==> src/hw/rtl/hkq_pkg.sv <==
// shared types, constants and the key translation function for the keyboard report decoder
// no dependencies; used by hkq_ctrl, hkq_datapath and the top level
package hkq_pkg;

  localparam int QUEUE_DEPTH = 16;
  localparam int PTR_W = (QUEUE_DEPTH > 1) ? $clog2(QUEUE_DEPTH) : 1;
  localparam int CNT_W = $clog2(QUEUE_DEPTH + 1);
  localparam int SUM_W = CNT_W + 1;
  localparam int NKEYS = 6;
  localparam int IDX_W = 3;

  // command codes
  localparam logic CMD_REPORT = 1'b0;
  localparam logic CMD_READ   = 1'b1;

  // result status codes
  localparam logic [1:0] ST_OK    = 2'd0;
  localparam logic [1:0] ST_EMPTY = 2'd1;
  localparam logic [1:0] ST_FULL  = 2'd2;

  // usage codes
  localparam logic [7:0] KEY_LAST_RSVD = 8'd3;
  localparam logic [7:0] KEY_A         = 8'd4;
  localparam logic [7:0] KEY_Z         = 8'd29;
  localparam logic [7:0] KEY_1         = 8'd30;
  localparam logic [7:0] KEY_9         = 8'd38;
  localparam logic [7:0] KEY_0         = 8'd39;
  localparam logic [7:0] KEY_ENTER     = 8'd40;
  localparam logic [7:0] KEY_BKSP      = 8'd42;
  localparam logic [7:0] KEY_TAB       = 8'd43;
  localparam logic [7:0] KEY_SPACE     = 8'd44;
  localparam logic [7:0] KEY_CAPS      = 8'd57;
  localparam logic [7:0] KEY_SCROLL    = 8'd71;
  localparam logic [7:0] KEY_RIGHT     = 8'd79;
  localparam logic [7:0] KEY_UP_LAST   = 8'd82;
  localparam logic [7:0] KEY_NUM       = 8'd83;

  localparam logic [7:0] MOD_SHIFT_MASK = 8'h22;
  localparam logic [6:0] CASE_OFFSET    = 7'h20;
  localparam logic [7:0] LETTER_BIAS    = 8'd93;  // 'a' - KEY_A
  localparam logic [7:0] DIGIT_BIAS     = 8'd19;  // '1' - KEY_1
  localparam logic [6:0] ASCII_ZERO     = 7'h30;
  localparam logic [6:0] ASCII_CR       = 7'h0D;
  localparam logic [6:0] ASCII_BS       = 7'h08;
  localparam logic [6:0] ASCII_TAB      = 7'h09;
  localparam logic [6:0] ASCII_SPACE    = 7'h20;

  // arrow keys right, left, down, up map to these scan codes
  localparam logic [2:0] ARROW_SCAN [4] = '{3'd3, 3'd4, 3'd1, 3'd2};

  typedef struct packed {
    logic [2:0] toggle;
    logic [5:0] shift;
    logic [2:0] scan;
    logic [6:0] ch;
  } entry_t;

  typedef struct packed {
    logic [6:0] ch;
    logic [2:0] scan;
  } xlat_t;

  typedef struct packed {
    logic       capture;
    logic       scan_step;
    logic       pop;
    logic       commit_prev;
    logic       load_out;
    logic [1:0] out_status;
  } dp_cmd_t;

  typedef struct packed {
    logic is_read;
    logic fifo_empty;
    logic step_full;
    logic last_idx;
  } dp_stat_t;

  function automatic xlat_t translate(input logic [7:0] code, input logic upper);
    xlat_t      r;
    logic [7:0] off;
    r.ch   = '0;
    r.scan = '0;
    off    = code - KEY_RIGHT;
    if (code >= KEY_A && code <= KEY_Z) begin
      r.ch = 7'(code + LETTER_BIAS);
      if (upper) r.ch = r.ch - CASE_OFFSET;
    end else if (code >= KEY_1 && code <= KEY_9) begin
      r.ch = 7'(code + DIGIT_BIAS);
    end else if (code == KEY_0) begin
      r.ch = ASCII_ZERO;
    end else if (code == KEY_ENTER) begin
      r.ch = ASCII_CR;
    end else if (code == KEY_BKSP) begin
      r.ch = ASCII_BS;
    end else if (code == KEY_TAB) begin
      r.ch = ASCII_TAB;
    end else if (code == KEY_SPACE) begin
      r.ch = ASCII_SPACE;
    end else if (code >= KEY_RIGHT && code <= KEY_UP_LAST) begin
      r.scan = ARROW_SCAN[off[1:0]];
    end
    return r;
  endfunction

endpackage

==> src/hw/rtl/hkq_ctrl.sv <==
// controller state machine for the keyboard report decoder
// depends on hkq_pkg for command and status structs and status codes
module hkq_ctrl (
  input  logic              clk,
  input  logic              rst,
  input  logic              req_valid,
  output logic              req_stall,
  output logic              rsp_valid,
  input  logic              rsp_stall,
  input  hkq_pkg::dp_stat_t stat,
  output hkq_pkg::dp_cmd_t  cmd
);

  localparam logic [1:0] S_IDLE = 2'd0;
  localparam logic [1:0] S_SCAN = 2'd1;
  localparam logic [1:0] S_READ = 2'd2;
  localparam logic [1:0] S_DONE = 2'd3;

  logic [1:0] state, state_next;
  logic [1:0] res_status, res_status_next;
  logic       rsp_valid_next;
  logic       out_free;

  assign req_stall = (state != S_IDLE);
  assign out_free  = !rsp_valid || !rsp_stall;

  always_comb begin
    state_next      = state;
    res_status_next = res_status;
    cmd             = '0;
    cmd.out_status  = res_status;
    unique case (state)
      S_IDLE: begin
        if (req_valid) begin
          cmd.capture = 1'b1;
          state_next  = stat.is_read ? S_READ : S_SCAN;
        end
      end
      S_SCAN: begin
        cmd.scan_step = 1'b1;
        if (stat.step_full) begin
          res_status_next = hkq_pkg::ST_FULL;
          state_next      = S_DONE;
        end else if (stat.last_idx) begin
          cmd.commit_prev = 1'b1;
          res_status_next = hkq_pkg::ST_OK;
          state_next      = S_DONE;
        end
      end
      S_READ: begin
        if (stat.fifo_empty) begin
          res_status_next = hkq_pkg::ST_EMPTY;
        end else begin
          cmd.pop         = 1'b1;
          res_status_next = hkq_pkg::ST_OK;
        end
        state_next = S_DONE;
      end
      S_DONE: begin
        // wait for room in the output register
        if (out_free) begin
          cmd.load_out = 1'b1;
          state_next   = S_IDLE;
        end
      end
      default: state_next = S_IDLE;
    endcase
  end

  assign rsp_valid_next = cmd.load_out || (rsp_valid && rsp_stall);

  always_ff @(posedge clk) begin
    if (rst) begin
      state      <= S_IDLE;
      res_status <= hkq_pkg::ST_OK;
      rsp_valid  <= 1'b0;
    end else begin
      state      <= state_next;
      res_status <= res_status_next;
      rsp_valid  <= rsp_valid_next;
    end
  end

endmodule

==> src/hw/rtl/hkq_datapath.sv <==
// datapath: latched report, previous keys, lock toggles, key queue memory and result register
// depends on hkq_pkg for types, constants and the translate function
module hkq_datapath (
  input  logic             clk,
  input  logic             rst,
  input  hkq_pkg::dp_cmd_t cmd,
  output hkq_pkg::dp_stat_t stat,
  input  logic             command,
  input  logic [7:0]       modifiers,
  input  logic [7:0]       key_code_0,
  input  logic [7:0]       key_code_1,
  input  logic [7:0]       key_code_2,
  input  logic [7:0]       key_code_3,
  input  logic [7:0]       key_code_4,
  input  logic [7:0]       key_code_5,
  output logic [1:0]       status,
  output logic [6:0]       char_out,
  output logic [2:0]       scan_out,
  output logic [5:0]       shift_out,
  output logic [2:0]       toggle_out
);

  logic [7:0] keys      [hkq_pkg::NKEYS];
  logic [7:0] prev_keys [hkq_pkg::NKEYS];
  logic [7:0] mods;
  logic       cmd_q;
  logic       popped;
  logic [hkq_pkg::IDX_W-1:0] idx;

  logic caps_on, num_on, scroll_on;
  logic caps_new, num_new, scroll_new;

  logic [hkq_pkg::PTR_W-1:0] head, head_next;
  logic [hkq_pkg::CNT_W-1:0] count;
  logic [hkq_pkg::SUM_W-1:0] wr_sum, wr_wrap;
  logic [hkq_pkg::PTR_W-1:0] wr_addr;

  hkq_pkg::entry_t mem [hkq_pkg::QUEUE_DEPTH];
  hkq_pkg::entry_t rd_data;
  hkq_pkg::entry_t wr_entry;
  hkq_pkg::xlat_t  xl;

  logic [7:0] code;
  logic       seen;
  logic       new_press;
  logic       needs_slot;
  logic       fifo_full;
  logic       do_push;

  assign code = keys[idx];

  always_comb begin
    seen = 1'b0;
    for (int i = 0; i < hkq_pkg::NKEYS; i++) begin
      if (prev_keys[i] == code) seen = 1'b1;
    end
  end

  assign new_press  = (code > hkq_pkg::KEY_LAST_RSVD) && !seen;
  assign caps_new   = caps_on   ^ (new_press && code == hkq_pkg::KEY_CAPS);
  assign num_new    = num_on    ^ (new_press && code == hkq_pkg::KEY_NUM);
  assign scroll_new = scroll_on ^ (new_press && code == hkq_pkg::KEY_SCROLL);

  assign xl = hkq_pkg::translate(code,
                ((mods & hkq_pkg::MOD_SHIFT_MASK) != 8'd0) != caps_new);

  assign needs_slot = new_press && (xl.ch != '0 || xl.scan != '0);
  assign fifo_full  = (count == hkq_pkg::CNT_W'(hkq_pkg::QUEUE_DEPTH));
  assign do_push    = cmd.scan_step && needs_slot && !fifo_full;

  assign wr_entry.toggle = {caps_new, num_new, scroll_new};
  assign wr_entry.shift  = {mods[6:4], mods[2:0]};
  assign wr_entry.scan   = xl.scan;
  assign wr_entry.ch     = xl.ch;

  // tail slot is head plus fill count, wrapped once
  assign wr_sum  = hkq_pkg::SUM_W'(head) + hkq_pkg::SUM_W'(count);
  assign wr_wrap = (wr_sum >= hkq_pkg::SUM_W'(hkq_pkg::QUEUE_DEPTH))
                 ? wr_sum - hkq_pkg::SUM_W'(hkq_pkg::QUEUE_DEPTH) : wr_sum;
  assign wr_addr = wr_wrap[hkq_pkg::PTR_W-1:0];

  assign head_next = (head == hkq_pkg::PTR_W'(hkq_pkg::QUEUE_DEPTH - 1))
                   ? '0 : head + 1'b1;

  assign stat.is_read    = (command == hkq_pkg::CMD_READ);
  assign stat.fifo_empty = (count == '0);
  assign stat.step_full  = needs_slot && fifo_full;
  assign stat.last_idx   = (idx == hkq_pkg::IDX_W'(hkq_pkg::NKEYS - 1));

  // captured report
  always_ff @(posedge clk) begin
    if (cmd.capture) begin
      keys[0] <= key_code_0;
      keys[1] <= key_code_1;
      keys[2] <= key_code_2;
      keys[3] <= key_code_3;
      keys[4] <= key_code_4;
      keys[5] <= key_code_5;
      mods    <= modifiers;
      cmd_q   <= command;
    end
  end

  // queue memory
  always_ff @(posedge clk) begin
    if (do_push) mem[wr_addr] <= wr_entry;
    if (cmd.pop) rd_data <= mem[head];
  end

  always_ff @(posedge clk) begin
    if (rst) begin
      idx       <= '0;
      popped    <= 1'b0;
      caps_on   <= 1'b0;
      num_on    <= 1'b0;
      scroll_on <= 1'b0;
      head      <= '0;
      count     <= '0;
      for (int i = 0; i < hkq_pkg::NKEYS; i++) prev_keys[i] <= '0;
    end else begin
      if (cmd.capture) begin
        idx    <= '0;
        popped <= 1'b0;
      end
      if (cmd.scan_step) begin
        idx       <= idx + 1'b1;
        caps_on   <= caps_new;
        num_on    <= num_new;
        scroll_on <= scroll_new;
      end
      if (do_push) count <= count + 1'b1;
      if (cmd.pop) begin
        head   <= head_next;
        count  <= count - 1'b1;
        popped <= 1'b1;
      end
      if (cmd.commit_prev) begin
        for (int i = 0; i < hkq_pkg::NKEYS; i++) prev_keys[i] <= keys[i];
      end
    end
  end

  // result register
  always_ff @(posedge clk) begin
    if (cmd.load_out) begin
      status <= cmd.out_status;
      if (popped && cmd_q == hkq_pkg::CMD_READ) begin
        char_out   <= rd_data.ch;
        scan_out   <= rd_data.scan;
        shift_out  <= rd_data.shift;
        toggle_out <= rd_data.toggle;
      end else begin
        char_out   <= '0;
        scan_out   <= '0;
        shift_out  <= '0;
        toggle_out <= '0;
      end
    end
  end

endmodule

==> src/hw/rtl/hid_keyboard_report_to_key_queue_core.sv <==
// keyboard report decoder top level: a report is handled as capture, then one key code per cycle
// over the six codes (stopping early when the queue is full), then result load; a read is handled
// as capture, queue memory read, then result load. the result load waits while the output
// register still holds a stalled result. the result waits in an output register, so a new item
// is taken while it is still stalled. reset clears the lock toggles, previous keys, queue
// pointers and handshake state; the queue memory is not cleared.
module hid_keyboard_report_to_key_queue_core (
  input  logic       clk,
  input  logic       rst,
  input  logic       req_valid,
  output logic       req_stall,
  input  logic       command,
  input  logic [7:0] modifiers,
  input  logic [7:0] key_code_0,
  input  logic [7:0] key_code_1,
  input  logic [7:0] key_code_2,
  input  logic [7:0] key_code_3,
  input  logic [7:0] key_code_4,
  input  logic [7:0] key_code_5,
  output logic       rsp_valid,
  input  logic       rsp_stall,
  output logic [1:0] status,
  output logic [6:0] char_out,
  output logic [2:0] scan_out,
  output logic [5:0] shift_out,
  output logic [2:0] toggle_out
);

  hkq_pkg::dp_cmd_t  cmd;
  hkq_pkg::dp_stat_t stat;

  hkq_ctrl u_ctrl (
    .clk       (clk),
    .rst       (rst),
    .req_valid (req_valid),
    .req_stall (req_stall),
    .rsp_valid (rsp_valid),
    .rsp_stall (rsp_stall),
    .stat      (stat),
    .cmd       (cmd)
  );

  hkq_datapath u_dp (
    .clk        (clk),
    .rst        (rst),
    .cmd        (cmd),
    .stat       (stat),
    .command    (command),
    .modifiers  (modifiers),
    .key_code_0 (key_code_0),
    .key_code_1 (key_code_1),
    .key_code_2 (key_code_2),
    .key_code_3 (key_code_3),
    .key_code_4 (key_code_4),
    .key_code_5 (key_code_5),
    .status     (status),
    .char_out   (char_out),
    .scan_out   (scan_out),
    .shift_out  (shift_out),
    .toggle_out (toggle_out)
  );

endmodule
==> config.mk <==
export PLATFORM = sky130hd
export DESIGN_NAME = hid_keyboard_report_to_key_queue_core
export DESIGN_NICKNAME = d
export VERILOG_FILES = /design/src/hw/rtl/hkq_pkg.sv /design/src/hw/rtl/hkq_ctrl.sv /design/src/hw/rtl/hkq_datapath.sv /design/src/hw/rtl/hid_keyboard_report_to_key_queue_core.sv
export SDC_FILE = /design/constraint.sdc
export NUM_CORES = 1
export LEC_CHECK = 0
export BUFFER_PORTS_ARGS = -buffer_cell sky130_fd_sc_hd__buf_4
export CORE_UTILIZATION = 61
export DETAILED_ROUTE_END_ITERATION = 10
export PLACE_DENSITY_LB_ADDON = 0.05
export SYNTH_ARGS = -nofsm -noshare
export SYNTH_HDL_FRONTEND = slang
export SYNTH_SLANG_ARGS = --single-unit
==> constraint.sdc <==
create_clock -name clk -period 7.64 [get_ports clk]
set_input_delay 0.764 -clock clk [delete_from_list [all_inputs] [get_ports clk]]
set_output_delay 0.764 -clock clk [all_outputs]
set_load 0.03 [all_outputs]
# Yosys cells after proc, flatten, opt, wreduce, memory -nomap -nowiden
# Memories as Yosys holds them, arrays and structs flattened. A register that Yosys moved wholly into a read port is not among the register bits.
# Index checks and enable logic that the tools add are counted.
totals:
  reg_bits: 50
  latchBits: 0
  mem_bits_rw: 400
  rom_bits: 0
  inputBits: 61
  mem_count: 3
memory_table:
  columns: ["name", "words", "width", "read_ports", "rd_ports_with_merged_regs", "write_ports", "line", "text"]
  rows:
  - ["u_dp.mem", 16, 19, 1, 1, 1, "hkq_datapath.sv:38", "hkq_pkg::entry_t mem [hkq_pkg::QUEUE_DEPTH];"]
  - ["u_dp.keys", 6, 8, 7, 1, 6, "hkq_datapath.sv:23", "logic [7:0] keys [hkq_pkg::NKEYS];"]
  - ["u_dp.prev_keys", 6, 8, 6, 0, 6, "hkq_datapath.sv:24", "logic [7:0] prev_keys [hkq_pkg::NKEYS];"]
op_classes:
  add_sub_neg: 10
  mul: 0
  n_div: 0
  magnitude_cmp: 9
  n_eq_ne: 24
  n_shift: 0
  n_mux: 70
  n_bitwise: 10
  reduce_logical: 32
ops:
  columns: ["operator", "n"]
  rows:
  - ["$mux 7", 7]
  - ["$eq 8x6->1 const B", 6]
  - ["$eq 8x8->1", 6]
  - ["$mux 8", 6]
  - ["$mux 3", 14]
  - ["$mux 1", 28]
  - ["$eq 8x7->1 const B", 2]
  - ["$mux 2", 7]
  - ["$logic_and 1x1->1", 13]
  - ["$mux 5", 2]
  - ["$reduce_bool 2->1", 5]
  - ["$ge 8x3->1 const B", 1]
  - ["$ge 8x5->1 const B", 1]
  - ["$ge 8x7->1 const B", 1]
  - ["$gt 8x2->1 const B", 1]
  - ["$le 8x5->1 const B", 1]
  - ["$le 8x6->1 const B", 1]
  - ["$le 8x7->1 const B", 1]
  - ["$mux 4", 2]
  - ["$pmux 2 s4", 1]
  - ["$reduce_bool 8->1", 1]
  - ["$add 7x5->7 const B", 1]
  - ["$add 7x7->7 const B", 1]
  - ["$reduce_bool 7->1", 1]
  - ["other kinds (32)", 45]

# Logic depth before layout (Yosys ltp)
# Gate-level depths: netlist (run 1).
# An unclocked memory read counts as a cell.
depth:
  depth_word: 25
  ltp_mapped: 15

# Hierarchy
# Synthesis (run 1) repeated with hierarchy kept, for this count alone.
hier_totals:
  cells_unflattened: 1040
  area_unflattened_um2: 19448.7
by_module_without_submodules:
  columns: ["mod", "n_inst", "cells_each", "area_each_um2", "seq_area_each_um2"]
  rows:
  - ["hkq_datapath", 1, 1001, 19093.3, 13803.2]
  - ["hkq_ctrl", 1, 39, 355.3, 100.1]

# Worst setup path after synthesis (run 1)
# Ideal clock, no wire load.
synth_timing:
  path_type: "flip-flop to flip-flop"
  from: "register with a tool-made name"
  to: "memory u_dp.prev_keys[0][0], enable pin"
  setup_ns: 0.521
  t_arrival_ns: 6.481
  required_ns: 7.119
  slack_ns: 0.638
  path_stages_with_launch: 14
  period_less_slack_ns: 7.002
  path_cell_list: "dfxtp_1 -> buf_2 -> buf_4 -> mux2_1 -> mux2i_4 -> inv_2 -> ha_1 -> or2_2 -> o311a_1 -> o21bai_1 -> o31ai_1 -> nor3_2 -> buf_2 -> o21ai_0"
synth_rtl:
  columns: ["element", "line"]
  rows:
  - ["to (decl)", "hkq_datapath.sv:24"]

==> out/qor.csv, run 1 <==
stage,metric,value,unit
sta,setup TNS after final layout,0,ns
pwr,register share of total power,49.9,%
sta,setup slack after layout,2.314,ns
sta,Slew Limit Fails,0,
clocking,TritonCTS clock tree,yes,
outcome,status,finished clean,
synthesis,synth unique cells,68,
clocking,H-Tree Depth,2,
pwr,switching power total,1706,uW
synthesis,Post-Syn Area,19520,sq um
pwr,Internal Power,4710,uW
synthesis,Yosys reg bits,471,
placement,gpl congestion,0.8947,
clocking,"Setup Fix Bufs, Post-CTS",0,
pwr,pwr/cell area,290.1,nW/um^2
sta,Max Fclk,187.8,MHz
floorplan,Die Y,180.9,um
synthesis,warnings from Yosys,0,
setup_path,CP Data Required Time,7.88,ns
routing,DRC viols,0,
pwr,Comb power frac,16.3,%
grt,first-pass GRT wire length,60.53,mm
floorplan,Die X,180.9,um
routing,Via density,6.127,
synthesis,Post-synth EDFFs,447,
synthesis,Syn Area/Cell,18.09,sq um
sta,RSZ-0062 raised after global routing,no,
synthesis,Cells after Synth,1079,
final_layout,n_diodes,0,
routing,Routed WL per cell,24.34,um
placement,Post-DP HPWL,24.12,mm
synthesis,Main synth FF type,edfxtp_1,
grt,grt peak-use layer,met2,
placement,PortBufs,81,
sta,clock skew,0.02895,ns
sta,Tcrit/Tclk final,69.71,%
pwr,clock share of power,33.7,%
grt,gr ovfl total,0,
grt,Total Routing Usage GR,25.26,%
floorplan,IO Count,84,
sta,Fin. Hold Viols,0,
routing,antenna-violating nets left,0,
clocking,clock insertion delay at the later pin of the skew report,0.56,ns
grt,GR Util met2,43.07,%
grt,vias in the first global route,10074,
pwr,sw frac,26.59,%
sta,setup violators final,0,
routing,final wirelength,39.56,mm
clocking,TritonCTS Sinks,471,
floorplan,total die area,32720,sq um
sta,Slew @ Worst Pin,1.218,ns
setup_path,Crit. End Element,flop,
clocking,Longest Clk Path Bufs,3,
setup_path,r2r worst-path depth,11,
setup_path,CP startpoint kind,flop,
setup_path,critical path arrival,5.56,ns
synthesis,Async SR Flop Fraction,0,%
grt,M3 GR Usage,3.951,%
grt,largest net degree at the start of global routing,51,
grt,GRT met1 Usage,33.39,%
clocking,hold buffer count at CTS,0,
clocking,"Clk pin slew, worst setup/hold paths",0.06,ns
routing,DR pass1 iterations,6,
pwr,Worst VDD drop,0.2038,mV
sta,minimum period implied by the final worst setup slack,5.326,ns
synthesis,syn nets,1161,
routing,DR iter-0 viols,861,
min_path,Min-Delay Path Class,input pin to flop,
synthesis,sequential share of the synthesized area,71.23,%
final_layout,area grow syn2layout,13.31,%
final_layout,nets,1270,
setup_path,CP max FO,33,
floorplan,initial core utilization,61.86,%
clocking,Num CTS Buffers,47,
setup_path,crit path kind,flop to flop,
placement,Place WS,2.280,ns
grt,antenna violations before repair,0,
clocking,number of gates resized after cts,0,
floorplan,cell row count,65,
routing,Vias,9956,
flow_run,Max Cap Viol,0,
pwr,Leak,0.007277,uW
clocking,clock root buffer,clkbuf_16,
sta,relative slew slack,18.52,%
floorplan,Core ar.,31560,sq um
final_layout,fraction of layout cells with a size suffix above 1,25.43,%
min_path,hold depth,1,
final_layout,Filler Cell Count,2008,
-- per-stage QoR --
stage	std cells	instance area [sq um]	hold WS [ns]	utilization [%]	power, uW
floorplan	1079	19520	0.4079	-	3969
global placement	1541	20690	0.4223	65.56	4289
detailed placement	1541	20690	0.4256	65.56	4306
CTS	1625	22120	0.3657	70.09	6449
global route	1625	22120	0.3579	70.09	6662
finish	1625	22120	0.3754	70.09	6416
-- final cells by class --
| type | count | area (sq um) | share of cell area (%) |
|---|---|---|---|
| Sequential cell | 471 | 13910 | 62.91 |
| Timing Repair Buffer | 107 | 803.3 | 3.632 |
| Clock inverter | 27 | 216.5 | 0.9787 |
| Tap cell | 402 | 503.0 | 2.274 |
| Clock buffer | 57 | 1214 | 5.488 |
| Multi-Input combinational cell | 530 | 5350 | 24.19 |
| Inverter | 31 | 116.4 | 0.5261 |
-- registers in the layout (all words and copies together) (netlist names), 2 cells and up, named ones only --
register           flops
u_dp.mods              6
u_dp.prev_keys        48
u_dp.shift_out         6
u_dp.status            2
u_dp.keys             48
u_dp.char_out          7
u_ctrl.res_status      2
u_dp.count             5
u_dp.head              4
u_dp.scan_out          3
u_dp.idx               3
u_dp.mem             304
u_dp.toggle_out        3
u_dp.rd_data          19
u_ctrl.state           2
-- cell usage after synthesis (4+ instances only) --
cell type	number	area, sq um
mux4_2	103	2320
a21boi_0	6	45.04
or3_1	4	25.02
a22oi_1	4	30.03
dfxtp_1	24	480.5
buf_1	7	26.28
nand2b_1	7	43.79
o21ai_0	14	70.07
mux2_1	7	78.83
buf_4	5	37.54
nand3_1	13	65.06
nand4_1	11	68.82
nand2_1	32	120.1
and3_1	21	131.4
nor2_1	49	183.9
xor2_1	13	113.9
ha_1	19	237.7
inv_1	28	105.1
clkbuf_1	26	97.59
o211ai_1	4	30.03
xnor2_1	44	385.4
nor3_1	19	95.09
nor4_1	16	100.1
a31oi_1	4	25.02
mux2i_1	20	200.2
buf_2	7	35.03
a21o_1	5	37.54
a21oi_1	17	85.08
edfxtp_1	447	13420
and2_1	42	262.8
-- routing by layer --
layer | part of all wire [%] | routed length [um]
met2 | 51 | 20130
met1 | 41 | 16050
met3 | 5.5 | 2182
met4 | 3.0 | 1191
met5 | 0 | 0
-- worst paths after layout --
path                             start                    to  slack, ns
setup reg to reg                  flop  u_dp.prev_keys[0][3]       2.31
setup / recovery                  flop  u_dp.prev_keys[0][3]       2.31
hold / removal            modifiers[6]          u_dp.mods[6]       0.38
hold reg to reg   u_ctrl.res_status[0]        u_dp.status[0]       0.44
-- logic make-up after synthesis --
| kind of cell | synth area share, % |
|---|---|
| flip-flops | 71.23 |
| AND/OR/NAND/NOR | 6.603 |
| multiplexers | 13.54 |
| AO/OA/AOI/OAI | 2.923 |
| buffers and inverters | 1.718 |
| XOR/XNOR | 2.558 |
| adder cells (fa/ha/maj) | 1.423 |
-- power by group through the flow --
stage / registers [uW] / logic [uW] / clock network (uW)
4_1_cts: 3200 / 1050 / 2190
5_1_grt: 3220 / 1140 / 2300
6_report: 3200 / 1050 / 2160
2_1_floorplan: 3210 / 761 / 0
3_5_place_dp: 3260 / 1050 / 0
3_3_place_gp: 3250 / 1040 / 0
-- cell usage in the layout, fill, tap and decap left out, drive strengths merged, types with 24 or more instances in the layout --
cell type	n
nand2	32
buf	107
xnor2	44
and2	42
inv	33
mux4	103
nor2	50
dfxtp	24
clkbuf	57
edfxtp	447
-- critical path: stages, from the launching register on --
cell      delay, ns
dfxtp_1        0.49
mux4_2         0.58
mux2i_4        0.48
inv_2          0.15
ha_1           0.23
or2_2          0.27
o311a_1        0.56
o21bai_1       0.31
o31ai_1        0.42
nor3_2         0.23
o21ai_4        0.87
buf_4          0.39
(Power assumes the default switching activity.)
==> run 2: changes to the inputs <==
ABC_AREA = 1   (was default)
CORE_UTILIZATION = 56   (was 61)
clock period = 4.5 ns   (was 7.64 ns; I/O delays follow)
==> run 2 against run 1 <==
- utilization shrank 5.5 points
- count of clock-buffer cells in the layout grew 6
- fmax grew 35%
- first-iteration DRC count grew 33%
- critical path depth grew 8
- register-to-register slack lost 1.8 ns
==> out/qor.csv, run 2 <==
stage,metric,value,unit
outcome,status,finished clean,
pwr,Worst VDD drop,0.4331,mV
final_layout,top flop regs,"u_dp.mem: 304 flops, u_dp.keys: 48 flops, u_dp.prev_keys: 48 flops",
routing,Via density,5.560,
final_layout,nets,1812,
clocking,clock root buffer,clkbuf_16,
setup_path,CP dominant cell by count,nand2_1,
sta,Max Fclk,252.8,MHz
floorplan,Die X,190.1,um
synthesis,ranking of synthesized cells by area,"edfxtp_1 (68%), nor2_1 (5.0%), o21ai_0 (4.2%)",
pwr,pwr/cell area,552.9,nW/um^2
grt,first-pass GRT wire length,66.54,mm
synthesis,warnings from Yosys,0,
synthesis,"area leader, netlist",edfxtp_1,
clocking,hold buffer count at CTS,0,
routing,antenna-violating nets left,0,
placement,PortBufs,81,
sta,setup violators final,0,
synthesis,sequential share of the synthesized area,70.16,%
setup_path,CP Data Required Time,4.74,ns
synthesis,Post-synth EDFFs,447,
sta,Fin. Hold Viols,0,
floorplan,cell row count,68,
sta,clock skew,0.01823,ns
pwr,Leak,0.008227,uW
sta,Tcrit/Tclk final,87.90,%
synthesis,post-synth top area share,67.74,%
sta,relative slew slack,25.91,%
synthesis,Syn Area/Cell,12.13,sq um
floorplan,Die Y,190.1,um
floorplan,total die area,36140,sq um
clocking,"Clk pin slew, worst setup/hold paths",0.06,ns
setup_path,r2r setup slk,0.54,ns
routing,final wirelength,43.08,mm
pwr,switching power total,3952,uW
pwr,sw frac,31.89,%
clocking,Longest Clk Path Bufs,3,
routing,Routed WL per cell,19.43,um
sta,minimum period implied by the final worst setup slack,3.956,ns
grt,gr ovfl total,0,
pwr,Comb power frac,24.6,%
synthesis,most common cell in the synthesized netlist,edfxtp_1,
clocking,TritonCTS Sinks,471,
clocking,TritonCTS clock tree,yes,
final_layout,post-route cell area,22420,sq um
final_layout,area grow syn2layout,13.14,%
floorplan,initial core utilization,57.08,%
final_layout,"commonest cells after routing, fill and taps aside","edfxtp_1 (447), nor2_1 (247), nand2_1 (184), o21ai_0 (168), buf_4 (124)",
floorplan,Core ar.,34710,sq um
pwr,register share of total power,46.0,%
final_layout,Largest register FFs,304,
clocking,clock insertion delay at the later pin of the skew report,0.58,ns
setup_path,worst-path cell chain,"inv_2, nand2_1, nand3_1, nand2_1, nand2_1, nand2_1, nand3_2, nor2_2, nand2_2, inv_4, nand2_1, o21ai_1, nor2_1, nand4_1, nand4_2, inv_2, nand3_1, nor2_2, buf_4",
routing,DRC viols,0,
synthesis,Post-Syn Area,19820,sq um
routing,DR iter-0 viols,1142,
min_path,Min-Delay Path Class,input pin to flop,
placement,Post-DP HPWL,26.04,mm
synthesis,syn nets,1716,
final_layout,fraction of layout cells with a size suffix above 1,14.53,%
final_layout,n_diodes,0,
sta,RSZ-0062 raised after global routing,no,
setup_path,Worst path max stage delay,0.44,ns
placement,gpl congestion,0.8345,
final_layout,Filler Cell Count,2643,
grt,vias in the first global route,11916,
setup_path,critical path arrival,4.19,ns
final_layout,"commonest non-fill, non-tap cell in the layout",edfxtp_1,
grt,largest net degree at the start of global routing,111,
clocking,number of gates resized after cts,0,
setup_path,Crit-path slowest cell,nand2_1,
setup_path,CP startpoint kind,flop,
setup_path,Crit. End Element,flop,
clocking,Num CTS Buffers,47,
routing,DR pass1 iterations,6,
synthesis,Main synth FF type,edfxtp_1,
synthesis,Async SR Flop Fraction,0,%
sta,setup slack after layout,0.5443,ns
setup_path,crit path kind,flop to flop,
synthesis,leading cell types by count after synthesis,"edfxtp_1 (447), nor2_1 (263), nand2_1 (185), o21ai_0 (168), inv_1 (115)",
pwr,clock share of power,29.4,%
pwr,Internal Power,8442,uW
clocking,"Setup Fix Bufs, Post-CTS",0,
pwr,Power Total,12390,uW
sta,setup TNS after final layout,0,ns
routing,Vias,12326,
final_layout,Top reg by flops,u_dp.mem,
synthesis,Yosys reg bits,471,
synthesis,Cells after Synth,1634,
flow_run,Max Cap Viol,0,
grt,Total Routing Usage GR,24.64,%
sta,Slew @ Worst Pin,1.111,ns
final_layout,Finished Core Util,64.58,%
synthesis,synth unique cells,41,
sta,Slew Limit Fails,0,
grt,antenna violations before repair,0,
setup_path,CP max FO,23,
clocking,H-Tree Depth,2,
placement,Place WS,0.5498,ns
floorplan,IO Count,84,
placement,dpl cell area,21010,sq um
## run 2: cells by family after synthesis
family | Yosys count | synth area share (%)
compound gates | 291 | 8.392
simple gates | 587 | 13.03
xor+xnor | 58 | 2.564
fa+ha+maj | 21 | 1.402
flops | 471 | 70.16
buf+inv | 206 | 4.452
## run 2: metal layers
layer | track usage, % | part of all wire (%)
met5 | 0 | 0
met4 | 9.864 | 3.0
met3 | 3.357 | 5.4
met2 | 42.29 | 50
met1 | 31.68 | 41
## run 2: area by class of cell
type	count	area, sq um	area share [%]
repair buffers	126	970.9	4.331
well taps	455	569.3	2.539
flip-flops and latches	471	13910	62.04
inverters	127	481.7	2.149
clock inverters	18	145.1	0.6474
multi-input cells	957	5076	22.64
clock buffers	63	1267	5.654
## run 2: power by group through the flow
stage          sequential, uW  combinational, uW  clock (uW)
6_report                 5710               3050        3640
5_1_grt                  5740               3420        3870
4_1_cts                  5710               3060        3700
3_5_place_dp             5800               3050           0
3_3_place_gp             5790               2990           0
2_1_floorplan            5730               2130           0
## run 2: stage by stage
stage	instances	hold WS (ns)
after CTS	2217	0.02075
final	2217	0.04506
after detailed placement	2136	0.4440
after global placement	2136	0.4517
after floorplan	1634	0.4086
after global routing	2217	0.03258
## run 2: worst paths after layout
kind / from / end / cells after the start
worst min register to register: u_ctrl.res_status[0] / u_dp.status[0] / 0
worst min-delay path: modifiers[0] / u_dp.mods[0] / 1
worst max-delay path: flop / u_dp.mem[2][13] / 19
worst max register to register: flop / u_dp.mem[2][13] / 19
## run 2: worst max-delay path, delay by kind of cell, from the launching register on
kind / cells / cell delay, ns
AND/OR/NAND/NOR: 14 / 2.21
flip-flops: 1 / 0.41
AO/OA/AOI/OAI: 1 / 0.13
buffers and inverters: 4 / 0.86
==> run 3: changes to the inputs <==
CORE_ASPECT_RATIO = 1.1   (was default)
==> run 3 against run 2 <==
- die area about the same
- cell area grew 0.60%
- clock skew is 0.0048 ns lower
- largest power group unchanged
- sequential cell count did not move
- utilization up 0.68 points
- final cell count fell by 0.72%
- fmax shrank 2.1%
- worst hold slack improved by 0.010 ns
- combinational power hardly changed
- sequential share of layout area decreased by 0.37 points
==> out/qor.csv, run 3 (synthesis results as in run 2) <==
stage,metric,value,unit
outcome,status,finished clean,
min_path,Min-Delay Path Class,input pin to flop,
grt,antenna violations before repair,0,
floorplan,initial core utilization,57.34,%
sta,setup TNS after final layout,0,ns
pwr,Leak,0.008288,uW
setup_path,Worst path max stage delay,0.49,ns
sta,setup slack after layout,0.4596,ns
setup_path,r2r setup slk,0.46,ns
pwr,Worst VDD drop,0.4860,mV
pwr,pwr/cell area,560.4,nW/um^2
sta,RSZ-0062 raised after global routing,no,
final_layout,Top reg by flops,u_dp.mem,
clocking,clock insertion delay at the later pin of the skew report,0.57,ns
setup_path,Crit-path slowest cell,nor2_2,
grt,Total Routing Usage GR,24.10,%
setup_path,CP Data Required Time,4.77,ns
clocking,"Clk pin slew, worst setup/hold paths",0.06,ns
floorplan,total die area,36140,sq um
sta,Tcrit/Tclk final,89.79,%
sta,Slew @ Worst Pin,1.133,ns
placement,Cells after DPL,2115,
floorplan,Core ar.,34560,sq um
clocking,H-Tree Depth,2,
floorplan,Die Y,199.3,um
routing,Routed WL per cell,19.29,um
floorplan,cell row count,71,
sta,Fin. Hold Viols,0,
sta,Slew Limit Fails,0,
final_layout,register area,13910,sq um
routing,Vias,12425,
setup_path,crit path kind,flop to flop,
floorplan,Die X,181.4,um
routing,final wirelength,42.46,mm
placement,PortBufs,81,
final_layout,Filler Cell Count,2612,
clocking,Longest Clk Path Bufs,3,
setup_path,CP max FO,23,
sta,Max Fclk,247.5,MHz
routing,antenna-violating nets left,0,
final_layout,area grow syn2layout,13.82,%
final_layout,"Cell Count, Final, Fillers Out",2201,
final_layout,post-route cell area,22550,sq um
clocking,hold buffer count at CTS,0,
setup_path,critical path arrival,4.31,ns
grt,vias in the first global route,12057,
sta,clock skew,0.01339,ns
flow_run,Max Cap Viol,0,
final_layout,"commonest non-fill, non-tap cell in the layout",edfxtp_1,
final_layout,top flop regs,"u_dp.mem: 304 flops, u_dp.keys: 48 flops, u_dp.prev_keys: 48 flops",
setup_path,Crit. End Element,flop,
sta,minimum period implied by the final worst setup slack,4.040,ns
placement,Place WS,0.4636,ns
routing,Via density,5.645,
final_layout,fraction of layout cells with a size suffix above 1,14.86,%
routing,DR pass1 iterations,5,
setup_path,CP dominant cell by count,nand3_1,
sta,relative slew slack,24.47,%
grt,gr ovfl total,0,
final_layout,"commonest cells after routing, fill and taps aside","edfxtp_1 (447), nor2_1 (247), nand2_1 (184), o21ai_0 (168), buf_4 (115)",
clocking,Num CTS Buffers,47,
setup_path,worst-path cell chain,"buf_4, nand2_1, nand3_1, nand3_1, nand2_1, inv_2, ha_1, inv_1, nand4_1, nand2_2, inv_4, o21ai_1, nor2_1, nand4_1, nand4_2, inv_2, nand3_1, nor2_2, buf_12",
grt,first-pass GRT wire length,65.69,mm
final_layout,area of the multi-input gates,5076,sq um
clocking,TritonCTS Sinks,471,
final_layout,nets,1808,
sta,worst hold slack,0.05502,ns
setup_path,CP startpoint kind,flop,
placement,Post-DP HPWL,25.88,mm
final_layout,n_diodes,0,
clocking,"Setup Fix Bufs, Post-CTS",0,
placement,gpl congestion,0.8730,
grt,largest net degree at the start of global routing,113,
clocking,clock root buffer,clkbuf_16,
routing,DRC viols,0,
clocking,TritonCTS clock tree,yes,
floorplan,IO Count,84,
final_layout,Largest register FFs,304,
sta,setup violators final,0,
routing,DR iter-0 viols,1002,
clocking,number of gates resized after cts,0,
placement,dpl cell area,21020,sq um
==> run 3: changes by cell type in the layout (fill, tap and decap cells not counted), sizes merged <==
cell,before,now
clkinv,17,25
buf,126,122
inv,126,127
clkbuf,63,56
bufinv,2,5
==> run 3: per-layer routing <==
metal  wire [um]  vias to the layer above  track usage (%)
met4        1328                        0            9.228
met2       22020                      361            43.73
met5           0                        -                0
li1            -                     5952                -
met3        2218                       80            3.189
met1       16890                     6032            29.37
==> run 3: area by class of cell <==
cell class	instances	area share, %
sequential	471	61.67
multi-input combinational	957	22.51
clock inverter	30	1.259
tap	438	2.430
inverter	127	2.136
clock buffer	56	5.548
timing repair buffer	122	4.449
==> run 3: final timing paths <==
check                       startpoint               to  cells after the start
hold reg to reg   u_ctrl.res_status[0]   u_dp.status[0]                      0
setup reg to reg                  flop  u_dp.mem[3][14]                     19
hold / removal           key_code_3[4]  u_dp.keys[3][4]                      1
setup / recovery                  flop  u_dp.mem[3][14]                     19
==> run 3: critical path: cells and delay by family (launching register included) <==
kind                     cells  cell delay [ns]
AND/OR/NAND/NOR             11             1.96
flip-flops                   1             0.39
buffers and inverters        6             0.95
AO/OA/AOI/OAI                1             0.20
adder cells (fa/ha/maj)      1             0.20
==> run 3: metrics by stage <==
stage          total power (uW)  util, %
6_report                  12640    65.26
4_1_cts                   12700    65.26
5_1_grt                   13260    65.26
3_5_place_dp               8830    60.82
3_3_place_gp               8771    60.82
2_1_floorplan              7856        -
==> run 3: where the power goes <==
| part | switching [uW] | total (uW) | internal [uW] |
|---|---|---|---|
| registers | 224 | 5700 | 5470 |
| logic | 2170 | 3060 | 889 |
| clock network | 1610 | 3880 | 2270 |
| total | 4010 | 12600 | 8630 |
